<file path="config.mk">
export PLATFORM = sky130hd
export DESIGN_NAME = indexed_min_heap_queue_unit
export DESIGN_NICKNAME = d
export VERILOG_FILES = /design/src/rtl/core/imhq_pkg.sv /design/src/rtl/core/imhq_ram.sv /design/src/rtl/core/indexed_min_heap_queue_unit.sv
export VERILOG_INCLUDE_DIRS = /design/src /design/src/rtl/core
export SDC_FILE = /design/constraint.sdc
export NUM_CORES = 2
export LEC_CHECK = 0
export BUFFER_PORTS_ARGS = -buffer_cell sky130_fd_sc_hd__buf_2
export CAP_MARGIN = 0
export CORE_MARGIN = 3
export CORE_UTILIZATION = 60
export CTS_BUF_LIST = sky130_fd_sc_hd__clkbuf_4 sky130_fd_sc_hd__clkbuf_8
export CTS_CLUSTER_DIAMETER = 200
export DETAILED_ROUTE_END_ITERATION = 10
export HOLD_SLACK_MARGIN = 0.12
export PLACE_DENSITY = 0.8
export SLEW_MARGIN = 20
export SYNTH_ARGS = -nofsm -noshare
export SYNTH_HDL_FRONTEND = slang
export SYNTH_SLANG_ARGS = --single-unit
</file>
<file path="constraint.sdc">
create_clock -name clock -period 9 [get_ports clock]
set_input_delay 1.8 -clock clock [delete_from_list [all_inputs] [get_ports clock]]
set_output_delay 1.8 -clock clock [all_outputs]
set_load 0.005 [all_outputs]
</file>
<file path="src/rtl/core/indexed_min_heap_queue_unit_defines.svh">
// Assertion macros shared by the heap queue RTL.
`ifndef INDEXED_MIN_HEAP_QUEUE_UNIT_DEFINES_SVH
`define INDEXED_MIN_HEAP_QUEUE_UNIT_DEFINES_SVH
`ifndef SYNTH
`define IMHQ_ASSERT(lbl, prop, msg) \
   lbl: assert property (@(posedge clock) disable iff (reset) (prop)) else $error(msg);
`define IMHQ_NEVER(lbl, cond, msg) \
   lbl: assert property (@(posedge clock) disable iff (reset) !(cond)) else $error(msg);
`else
`define IMHQ_ASSERT(lbl, prop, msg)
`define IMHQ_NEVER(lbl, cond, msg)
`endif
`endif

</file>
<file path="src/rtl/core/imhq_pkg.sv">
// Types and constants of the indexed min-heap queue.
package imhq_pkg;
   localparam int HEAP_SLOTS = 64;
   localparam int KEY_IDS = 64;
   localparam int PRIO_BITS = 32;
   localparam int KEY_W = $clog2(KEY_IDS);
   localparam int SLOT_AW = $clog2(HEAP_SLOTS);
   localparam int CNT_W = $clog2(HEAP_SLOTS + 1);
   localparam int REQ_W = 40;
   localparam int RSP_W = 88;

   typedef enum logic [1:0] {
      ACT_PUSH = 2'd0,
      ACT_POP = 2'd1,
      ACT_UPDATE = 2'd2,
      ACT_QUERY = 2'd3
   } action_type;

   typedef enum logic [2:0] {
      ST_OK = 3'd0,
      ST_FULL = 3'd1,
      ST_EMPTY = 3'd2,
      ST_ABSENT = 3'd3,
      ST_DUP = 3'd4
   } status_type;

   typedef enum logic [3:0] {
      S_IDLE,
      S_POS,
      S_POP_RD,
      S_UPD_RD,
      S_QRY_RD,
      S_UP,
      S_UP_CMP,
      S_DN,
      S_DN_L,
      S_DN_R,
      S_DN_CMP,
      S_DONE
   } state_type;

   typedef struct packed {
      logic [KEY_W-1:0] key;
      logic signed [PRIO_BITS-1:0] prio;
   } slot_type;

   localparam int SLOT_W = $bits(slot_type);
endpackage

</file>
<file path="src/rtl/core/imhq_ram.sv">
// Generic single-write, single-read RAM with registered read data.
module imhq_ram #(
   parameter int WIDTH = 8,
   parameter int DEPTH = 64
) (
   input  logic                     clock,
   input  logic                     wr_en,
   input  logic [$clog2(DEPTH)-1:0] wr_addr,
   input  logic [WIDTH-1:0]         wr_data,
   input  logic [$clog2(DEPTH)-1:0] rd_addr,
   output logic [WIDTH-1:0]         rd_data
);
   logic [WIDTH-1:0] mem_ff [DEPTH];

   always_ff @(posedge clock) begin
      if (wr_en) begin
         mem_ff[wr_addr] <= wr_data;
      end
      rd_data <= mem_ff[rd_addr];
   end
endmodule

</file>
<file path="src/rtl/core/indexed_min_heap_queue_unit.sv">
// Indexed binary min-heap priority queue with per-key position table.
// One request beat returns one response beat. The heap slots and the key position table sit in
// two RAMs with registered read data, and a sequencer walks the heap one level at a time: a failed
// request goes straight to the response, a query reads its slot, a push or lowered update sifts
// up and a pop or raised update sifts down, at most the height of the 64-entry heap. A new request
// is taken while the previous response still waits.
module indexed_min_heap_queue_unit (
   input  logic                      clock,
   input  logic                      reset,
   input  logic                      req_tvalid,
   output logic                      req_tready,
   // action[1:0], key_id[7:2], prio_value[39:8], zero fill above.
   input  logic [imhq_pkg::REQ_W-1:0] req_tdata,
   output logic                      rsp_tvalid,
   input  logic                      rsp_tready,
   // status[2:0], front_key[8:3], front_prio[40:9], heap_empty[41], item_count[48:42],
   // queried_prio[80:49], zero fill above.
   output logic [imhq_pkg::RSP_W-1:0] rsp_tdata
);
   import imhq_pkg::*;
`include "indexed_min_heap_queue_unit_defines.svh"

   state_type state_ff, state_in;
   action_type act_ff, act_in;
   logic [KEY_W-1:0] key_ff, key_in;
   logic signed [PRIO_BITS-1:0] prio_ff, prio_in;
   logic [CNT_W-1:0] cur_idx_ff, cur_idx_in, best_idx_ff, best_idx_in, count_ff, count_in;
   slot_type cur_ff, cur_in, best_ff, best_in, root_ff, root_in;
   status_type status_ff, status_in;
   logic signed [PRIO_BITS-1:0] queried_ff, queried_in;
   logic [KEY_IDS-1:0] pos_valid_ff, pos_valid_in;
   logic rsp_valid_ff, rsp_valid_in;
   logic [RSP_W-1:0] rsp_data_ff, rsp_data_in;

   logic slot_we, pos_we;
   logic [CNT_W-1:0] slot_widx, slot_ridx, slot_wtmp, slot_rtmp;
   slot_type slot_wdata, slot_rdata;
   logic [SLOT_AW-1:0] slot_waddr, slot_raddr;
   logic [KEY_W-1:0] pos_waddr, pos_raddr;
   logic [CNT_W-1:0] pos_wdata, pos_rdata, pos_eff;
   logic [CNT_W:0] left_idx, right_idx;
   logic accept, rsp_free;

   assign accept = req_tvalid && req_tready;
   assign rsp_free = !rsp_valid_ff || rsp_tready;
   assign req_tready = (state_ff == S_IDLE);
   assign rsp_tvalid = rsp_valid_ff;
   assign rsp_tdata = rsp_data_ff;
   assign pos_eff = pos_valid_ff[key_ff] ? pos_rdata : '0;
   assign left_idx = {cur_idx_ff, 1'b0};
   assign right_idx = left_idx + 1'b1;
   assign slot_wtmp = slot_widx - 1'b1;
   assign slot_rtmp = slot_ridx - 1'b1;
   assign slot_waddr = slot_wtmp[SLOT_AW-1:0];
   assign slot_raddr = slot_rtmp[SLOT_AW-1:0];

   imhq_ram #(.WIDTH(SLOT_W), .DEPTH(HEAP_SLOTS)) u_slot_ram (
      .clock(clock), .wr_en(slot_we), .wr_addr(slot_waddr), .wr_data(slot_wdata),
      .rd_addr(slot_raddr), .rd_data(slot_rdata)
   );

   imhq_ram #(.WIDTH(CNT_W), .DEPTH(KEY_IDS)) u_pos_ram (
      .clock(clock), .wr_en(pos_we), .wr_addr(pos_waddr), .wr_data(pos_wdata),
      .rd_addr(pos_raddr), .rd_data(pos_rdata)
   );

   always_comb begin
      state_in = state_ff;
      case (state_ff)
         S_IDLE: if (accept) state_in = S_POS;
         S_POS: begin
            state_in = S_DONE;
            case (act_ff)
               ACT_PUSH: if (pos_eff == '0 && count_ff != CNT_W'(HEAP_SLOTS)) state_in = S_UP;
               ACT_POP: if (count_ff != '0) state_in = S_POP_RD;
               ACT_UPDATE: if (pos_eff != '0) state_in = S_UPD_RD;
               ACT_QUERY: if (pos_eff != '0) state_in = S_QRY_RD;
               default: state_in = S_DONE;
            endcase
         end
         S_POP_RD: state_in = (count_ff == CNT_W'(1)) ? S_DONE : S_DN;
         S_UPD_RD: state_in = (slot_rdata.prio < prio_ff) ? S_DN : S_UP;
         S_QRY_RD: state_in = S_DONE;
         S_UP: state_in = (cur_idx_ff == CNT_W'(1)) ? S_DONE : S_UP_CMP;
         S_UP_CMP: state_in = (cur_ff.prio < slot_rdata.prio) ? S_UP : S_DONE;
         S_DN: state_in = (left_idx > {1'b0, count_ff}) ? S_DONE : S_DN_L;
         S_DN_L: state_in = (right_idx <= {1'b0, count_ff}) ? S_DN_R : S_DN_CMP;
         S_DN_R: state_in = S_DN_CMP;
         S_DN_CMP: state_in = (best_ff.prio < cur_ff.prio) ? S_DN : S_DONE;
         S_DONE: if (rsp_free) state_in = S_IDLE;
         default: state_in = S_IDLE;
      endcase
   end

   always_comb begin
      act_in = act_ff;
      key_in = key_ff;
      prio_in = prio_ff;
      cur_idx_in = cur_idx_ff;
      cur_in = cur_ff;
      best_idx_in = best_idx_ff;
      best_in = best_ff;
      count_in = count_ff;
      status_in = status_ff;
      queried_in = queried_ff;
      pos_valid_in = pos_valid_ff;
      rsp_valid_in = rsp_valid_ff && !rsp_tready;
      rsp_data_in = rsp_data_ff;
      slot_we = 1'b0;
      slot_widx = cur_idx_ff;
      slot_wdata = cur_ff;
      slot_ridx = cur_idx_ff;
      pos_we = 1'b0;
      pos_waddr = cur_ff.key;
      pos_wdata = cur_idx_ff;
      pos_raddr = req_tdata[7:2];
      case (state_ff)
         S_IDLE: begin
            if (accept) begin
               act_in = action_type'(req_tdata[1:0]);
               key_in = req_tdata[7:2];
               prio_in = req_tdata[39:8];
               status_in = ST_OK;
               queried_in = '0;
            end
         end
         S_POS: begin
            case (act_ff)
               ACT_PUSH: begin
                  if (pos_eff != '0) begin
                     status_in = ST_DUP;
                  end else if (count_ff == CNT_W'(HEAP_SLOTS)) begin
                     status_in = ST_FULL;
                  end else begin
                     count_in = count_ff + 1'b1;
                     cur_idx_in = count_ff + 1'b1;
                     cur_in.key = key_ff;
                     cur_in.prio = prio_ff;
                  end
               end
               ACT_POP: begin
                  if (count_ff == '0) begin
                     status_in = ST_EMPTY;
                  end else begin
                     pos_valid_in[root_ff.key] = 1'b0;
                     slot_ridx = count_ff;
                  end
               end
               default: begin
                  if (pos_eff == '0) begin
                     status_in = ST_ABSENT;
                  end else begin
                     slot_ridx = pos_eff;
                     cur_idx_in = pos_eff;
                  end
               end
            endcase
         end
         S_POP_RD: begin
            count_in = count_ff - 1'b1;
            cur_in = slot_rdata;
            cur_idx_in = CNT_W'(1);
         end
         S_UPD_RD: begin
            cur_in.key = slot_rdata.key;
            cur_in.prio = prio_ff;
            queried_in = prio_ff;
         end
         S_QRY_RD: queried_in = slot_rdata.prio;
         S_UP: begin
            slot_ridx = cur_idx_ff >> 1;
            if (cur_idx_ff == CNT_W'(1)) begin
               slot_we = 1'b1;
               pos_we = 1'b1;
               pos_valid_in[cur_ff.key] = 1'b1;
            end
         end
         S_UP_CMP: begin
            slot_we = 1'b1;
            pos_we = 1'b1;
            if (cur_ff.prio < slot_rdata.prio) begin
               slot_wdata = slot_rdata;
               pos_waddr = slot_rdata.key;
               pos_valid_in[slot_rdata.key] = 1'b1;
               cur_idx_in = cur_idx_ff >> 1;
            end else begin
               pos_valid_in[cur_ff.key] = 1'b1;
            end
         end
         S_DN: begin
            slot_ridx = left_idx[CNT_W-1:0];
            if (left_idx > {1'b0, count_ff}) begin
               slot_we = 1'b1;
               pos_we = 1'b1;
               pos_valid_in[cur_ff.key] = 1'b1;
            end
         end
         S_DN_L: begin
            best_in = slot_rdata;
            best_idx_in = left_idx[CNT_W-1:0];
            slot_ridx = right_idx[CNT_W-1:0];
         end
         S_DN_R: begin
            if (slot_rdata.prio < best_ff.prio) begin
               best_in = slot_rdata;
               best_idx_in = right_idx[CNT_W-1:0];
            end
         end
         S_DN_CMP: begin
            slot_we = 1'b1;
            pos_we = 1'b1;
            if (best_ff.prio < cur_ff.prio) begin
               slot_wdata = best_ff;
               pos_waddr = best_ff.key;
               pos_valid_in[best_ff.key] = 1'b1;
               cur_idx_in = best_idx_ff;
            end else begin
               pos_valid_in[cur_ff.key] = 1'b1;
            end
         end
         S_DONE: begin
            if (rsp_free) begin
               rsp_valid_in = 1'b1;
               rsp_data_in = '0;
               rsp_data_in[2:0] = status_ff;
               if (count_ff != '0) begin
                  rsp_data_in[8:3] = root_ff.key;
                  rsp_data_in[40:9] = root_ff.prio;
               end
               rsp_data_in[41] = (count_ff == '0);
               rsp_data_in[48:42] = count_ff;
               rsp_data_in[80:49] = queried_ff;
            end
         end
         default: ;
      endcase
   end

   assign root_in = (slot_we && slot_widx == CNT_W'(1)) ? slot_wdata : root_ff;

   always_ff @(posedge clock) begin
      if (reset) begin
         state_ff <= S_IDLE;
         count_ff <= '0;
         pos_valid_ff <= '0;
         rsp_valid_ff <= 1'b0;
      end else begin
         state_ff <= state_in;
         count_ff <= count_in;
         pos_valid_ff <= pos_valid_in;
         rsp_valid_ff <= rsp_valid_in;
      end
      act_ff <= act_in;
      key_ff <= key_in;
      prio_ff <= prio_in;
      cur_idx_ff <= cur_idx_in;
      cur_ff <= cur_in;
      best_idx_ff <= best_idx_in;
      best_ff <= best_in;
      status_ff <= status_in;
      queried_ff <= queried_in;
      root_ff <= root_in;
      rsp_data_ff <= rsp_data_in;
   end

   `IMHQ_NEVER(a_count_range, count_ff > CNT_W'(HEAP_SLOTS), "Item count exceeds heap size.")
   `IMHQ_ASSERT(a_rsp_from_done, $rose(rsp_valid_ff) |-> $past(state_ff == S_DONE),
      "Response beat raised outside completion.")
   `IMHQ_ASSERT(a_sift_in_heap,
      (state_ff == S_DN || state_ff == S_UP) |-> (cur_idx_ff != '0 && cur_idx_ff <= count_ff),
      "Sift index left the filled heap.")
   `IMHQ_ASSERT(a_empty_pop_keeps,
      (state_ff == S_POS && act_ff == ACT_POP && count_ff == '0) |=> (count_ff == '0),
      "Pop of an empty heap changed the count.")
endmodule

</file>
# ---- Yosys cells after proc, flatten, opt, wreduce, memory -nomap -nowiden
# Memory sizes are Yosys's and may differ from the RTL's. A register that Yosys moved wholly into a read port is not among the register bits.
# Cells that the tools add are included.
dict set report totals {
  word_cells 192
  regBits 360
  input_bits 44
  memories 2
  mem_bits_rw 2880
}
dict set report classes {
  eq_ne 36
  addsub 5
  reduce_logical 35
  muxes 75
  n_bitwise 5
  order_cmp 15
}
# name depth word_bits read_ports rd_clocked_by_memory_dff write_ports line_no
set mem_list {}
lappend mem_list {u_slot_ram.mem_ff 64 38 1 1 1 imhq_ram.sv:13} ;# logic [WIDTH-1:0] mem_ff [DEPTH];
lappend mem_list {u_pos_ram.mem_ff 64 7 1 1 1 imhq_ram.sv:13}
# cell count
set op_table {}
lappend op_table {{64-bit 2-to-1 mux} 6}
lappend op_table {{64-bit case mux with 5 select lines} 1}
lappend op_table {{38-bit 2-to-1 mux} 6}
lappend op_table {{64-bit OR} 3}
lappend op_table {{38-bit case mux with 2 select lines} 2}
lappend op_table {{32-bit < comparator} 4}
lappend op_table {{38-bit case mux with 3 select lines} 1}
lappend op_table {{32-bit case mux with 3 select lines} 1}
lappend op_table {{64-bit AND} 1}
lappend op_table {{64-bit inverter} 1}
lappend op_table {{7-bit 2-to-1 mux} 8}
lappend op_table {{4-bit case mux with 12 select lines} 1}
lappend op_table {{7-bit case mux with 2 select lines} 3}
lappend op_table {{4-bit 2-to-1 mux} 10}
lappend op_table {{6-bit by 7-bit < comparator with 1-bit output, second input constant} 5}
lappend op_table {{32-bit 2-to-1 mux} 1}
lappend op_table {{7-bit case mux with 4 select lines} 1}
lappend op_table {{1-bit demux with 6-bit select} 4}
lappend op_table {{6-bit by 1-bit >= comparator with 1-bit output, second input constant} 4}
lappend op_table {{2-bit inequality test, second input constant} 12}
lappend op_table {{6-bit case mux with 2 select lines} 2}
lappend op_table {{6-bit case mux with 4 select lines} 1}
lappend op_table {{6-bit 2-to-1 mux} 3}
lappend op_table {{4-bit by 3-bit equality test with 1-bit output, second input constant} 4}
lappend op_table {{40 further kinds} 86}

# ---- Longest topological paths before layout
dict set report depth {
  depth_word 9
  depth_mapped 27
}

# ---- Modules after synthesis
# Synthesis repeated with hierarchy kept, for this count alone.
dict set report hier_totals {
  hier_cells 6973
  hier_area_um2 132146.7
}
# module area_per_inst_um2 cells_each instances
set modules_own_cells {}
lappend modules_own_cells {{imhq_ram (u_slot_ram)} 92939.1 3989 1}
lappend modules_own_cells {indexed_min_heap_queue_unit 21545.7 2149 1}
lappend modules_own_cells {{imhq_ram (u_pos_ram)} 17661.9 835 1}

# ---- Least setup slack after synthesis
# Ideal clock, no wire load.
dict set report synth_timing {
  path_kind {input port to flip-flop}
  start {in rsp_tready}
  end {reg rsp_data_ff[0] (netlist: rsp_tdata[0]) (enable)}
  cell_stages 2
  path_buffers 0
  arrival_time_ns 7.359
  setup_time_ns 0.620
  setup_slack_ns 1.021
  cell_sequence {nor2b_1 nor3_1}
}
dict set report synth_between {
  elab_chain_cells 2
}
# element line_no
set synth_lines {}
lappend synth_lines {{from (decl)} indexed_min_heap_queue_unit.sv:15} ;# input logic rsp_tready,
lappend synth_lines {{1-bit logical OR} indexed_min_heap_queue_unit.sv:45} ;# assign rsp_free = !rsp_valid_ff || rsp_tready;
lappend synth_lines {{2-bit AND reduction (no line)} --}
lappend synth_lines {{to (signal assigned)} indexed_min_heap_queue_unit.sv:263} ;# rsp_data_ff <= rsp_data_in;
lappend synth_lines {{to (decl)} indexed_min_heap_queue_unit.sv:33} ;# logic [RSP_W-1:0] rsp_data_ff, rsp_data_in;
# No other way between the ends.
# A chain may end at the register's enable or synchronous reset.

# ---- Worst setup path in the final report
dict set report layout_timing {
  start {reg key_ff[2]}
  end {reg u_slot_ram.rd_data[5], read port of u_slot_ram.mem_ff}
}
dict set report layout_between {
  elab_chain_cells 8
}
# element line_no
set layout_lines {}
lappend layout_lines {{from (decl)} indexed_min_heap_queue_unit.sv:25} ;# logic [KEY_W-1:0] key_ff, key_in;
lappend layout_lines {{from (signal assigned)} indexed_min_heap_queue_unit.sv:254} ;# key_ff <= key_in;
lappend layout_lines {{1-bit binary-select mux with 6-bit select *} indexed_min_heap_queue_unit.sv:49} ;# assign pos_eff = pos_valid_ff[key_ff] ? pos_rdata : '0;
lappend layout_lines {{1-bit 2-to-1 mux (not written as such) *} indexed_min_heap_queue_unit.sv:49}
lappend layout_lines {{7-bit 2-to-1 mux *} indexed_min_heap_queue_unit.sv:49}
lappend layout_lines {{7-bit zero test} indexed_min_heap_queue_unit.sv:150} ;# if (pos_eff == '0) begin
lappend layout_lines {{7-bit 2-to-1 mux *} indexed_min_heap_queue_unit.sv:150}
lappend layout_lines {{6-bit case mux with 2 select lines *} indexed_min_heap_queue_unit.sv:128} ;# case (act_ff)
lappend layout_lines {{6-bit case mux with 4 select lines *} indexed_min_heap_queue_unit.sv:117} ;# case (state_ff)
lappend layout_lines {{6-bit by 1-bit subtractor with 6-bit output *} indexed_min_heap_queue_unit.sv:53} ;# assign slot_rtmp = slot_ridx - 1'b1;
lappend layout_lines {{to (decl)} imhq_ram.sv:11} ;# output logic [WIDTH-1:0] rd_data
# Mark *: on every way between the ends. The rest lies on a longest branch, timed or not. The select of a mux whose other input is x is not followed.

==> run metrics <==
status=finished, final reports clean; Setup crit end kind=flip-flop; dominant cell type by area after synthesis=edfxtp_1; ys async rst share=0; Yosys reg bits=about 3300; Die ar.=226000 um^2; average wire per standard cell=between 30 and 40 um; Max Transition Viols Final=0; H-tree levels=5; largest net degree at the start of global routing=around 150; setup bufs post-CTS=0; number of buffers created by CTS=about 500; Top Ports=approximately 130; worst slew pin tran=1310 ps; register area share after synthesis=0.737; syn avg cell area=between 15 and 20 um^2; Via density=between 6 and 7; root buf cell=clkbuf_8; top post-synthesis cells by count=edfxtp_1, mux4_2, nand2_1; IO buf count=126; Arr. time, crit path=8180 ps; total wire length=352000 um; Post-Synthesis Cell Area=132000 um^2; Min Clock Period, post-route=~7300 ps; Congestion Overflow GR=0; FP Rows=171; Die Y=475 um; chip width=475 um; Req. time, crit path=~9900 ps; P_leak=~48 nW; Max-Cap Viols=0; Clock Sink Count=3285; cts repair resizes=0; clk buf depth=4; pre-CTS WS=1900 ps; CTS tree=done; vias in the first global route=72958; most frequent cell after synthesis=edfxtp_1; first-pass GRT wire length=508000 um; r2r worst-path depth=16; clk_skew=144 ps; top_reg_cell synth=edfxtp_1; Post-synth EDFFs=3164; Post-route DRC=0; Starting Density=0.606; Hold Path Class=reg2reg; share of cells above drive strength 1=0.271; Area growth syn-to-layout=11.5%; GP Congestion=between 0.9 and 1; hold_buf cts=0; top cell type's share of synthesized area=0.719; GRT Resource Usage Total=0.313; core box area=~220000 um^2; yosys warns=0; largest cells by area after synthesis=edfxtp_1, mux4_2, dfxtp_1, ha_1, nand2_1; Reg clk slew, reported paths=60 ps; power per standard cell area=slightly above 400 nW/um^2; vias=73804; final worst slack=1740 ps; Nets=around 7500; post-synthesis instance total=6888; crit start category=flip-flop; Post-DP HPWL=around 200000 um; initial antenna violation count=12; Worst-Skew Late Latency=1190 ps; Slew headroom=0.118; final-report setup violation count=0; Detailed Routing Iterations Pass 1=8; Max Freq=roughly 140 MHz; period utilization=0.806; critical path class=reg2reg; initial drt markers=around 13000; final hold violation count=0; depth of the worst hold-timing path=0; Distinct cells, synth=84; Antenna Nets Post-Route=0; RSZ-0062 raised after global routing=false; setup TNS=0 ps; Peak VDD IR=roughly 740 uV; crit path max fanout=109
==> critical path, stage by stage, from the launching register on <==
cell and delay, ps:
edfxtp_1 610, buf_4 400, mux2i_1 140, a22oi_1 210, nand4_1 170, and4_1 290, or3_1 520, a221o_1 390
a31oi_4 490, buf_12 450, buf_12 570, mux4_2 590, and2_1 170, a211oi_1 240, a31oi_1 110, a22oi_1 980
nand3_1 290
==> layout make-up <==
type | instances | area [um^2]
diodes | 3 | 7.51
clock buffers | 665 | 8260
clock inverters | 215 | 1380
fillers | 13013 | 70800
inverters | 157 | 591
multi-input cells | 3041 | 33700
flip-flops and latches | 3285 | 97400
well taps | 2854 | 3570
repair buffers | 333 | 2510
==> per-layer routing <==
metal,track usage,routed length [um],vias to the layer above
met5,0,41,-
met4,0.109,13100,6
met3,0.0946,52000,956
met2,0.469,162000,6329
met1,0.445,125000,37417
li1,-,-,29096
==> final timing paths <==
path	slack (ps)	start	end
setup / recovery	1740	key_ff[2]	u_slot_ram.rd_data[5]
hold / removal	420	queried_ff[1]	rsp_tdata[50]
setup reg to reg	1740	key_ff[2]	u_slot_ram.rd_data[5]
hold reg to reg	420	queried_ff[1]	rsp_tdata[50]
==> state kept, by name (all words and copies together), names as in the netlist, 7 cells and up <==
name / flops
cur_idx_ff: 7
best_idx_ff: 7
u_pos_ram.mem_ff: 448
u_slot_ram.rd_data: 38
rsp_tdata: 81
count_ff: 7
pos_valid_ff: 64
prio_ff: 32
root_ff: 38
queried_ff: 32
cur_ff: 38
u_pos_ram.rd_data: 7
u_slot_ram.mem_ff: 2432
best_ff: 38
==> cells by family (layout without fill, tap and decap cells) <==
family / count (synthesis) / after routing / share of synthesized area
DFF: 3285 / 3285 / 0.737
and+or+nand+nor: 1128 / 1128 / 0.0408
adders and majority gates: 137 / 137 / 0.0130
buffers and inverters: 568 / 1370 / 0.0185
AOI/OAI and AO/OA: 849 / 849 / 0.0435
xor gates and xnor gates: 16 / 16 / 0.00112
other: 1 / 10 / 0.0000284
muxes: 904 / 904 / 0.146
==> stage by stage <==
stage / util / total power (W) / area, um^2 / std cells / hold slack [ps]
floorplan: - / 0.0383 / 132000 / 6894 / 400
global placement: 0.631 / 0.0466 / 138000 / 9662 / 401
detailed placement: 0.631 / 0.0472 / 138000 / 9663 / 405
CTS: 0.675 / 0.0592 / 147000 / 10543 / 419
global route: 0.676 / 0.0618 / 147000 / 10551 / 423
finish: 0.676 / 0.0597 / 147000 / 10553 / 418
==> power by group <==
part / total, W / internal, W / switching (W) / leakage [nW]
clock: 0.0120 / 0.00638 / 0.00564 / 5.10
sequential: 0.0201 / 0.0192 / 0.000850 / 29.5
combinational: 0.0276 / 0.0111 / 0.0165 / 12.9
total: 0.0597 / 0.0367 / 0.0230 / 47.6
==> cells in the final DEF (no fill, tap or decap), drive strengths merged, types with 9 or more instances in the layout <==
cell and instances:
nand4 34, o311ai 9, nor3 33, nand3b 32
inv 161, clkinvlp 10, a31oi 59, o211ai 21
ha 137, a211oi 43, or3 14, a32oi 9
nor2b 55, a21o 49, nor3b 23, a311oi 9
dfxtp 121, nand2b 29, bufinv 16, nand2 397
nor2 270, a211o 25, clkbuf 666, xnor2 11
clkinv 185, o221ai 43, and2 90, a32o 24
o22ai 37, a22o 39, and3 10, mux2i 76
a21oi 145, buf 332, nor4 10, o21ai 194
mux4 822, nand3 95, edfxtp 3164, a22oi 68
(Power assumes the default switching activity.)
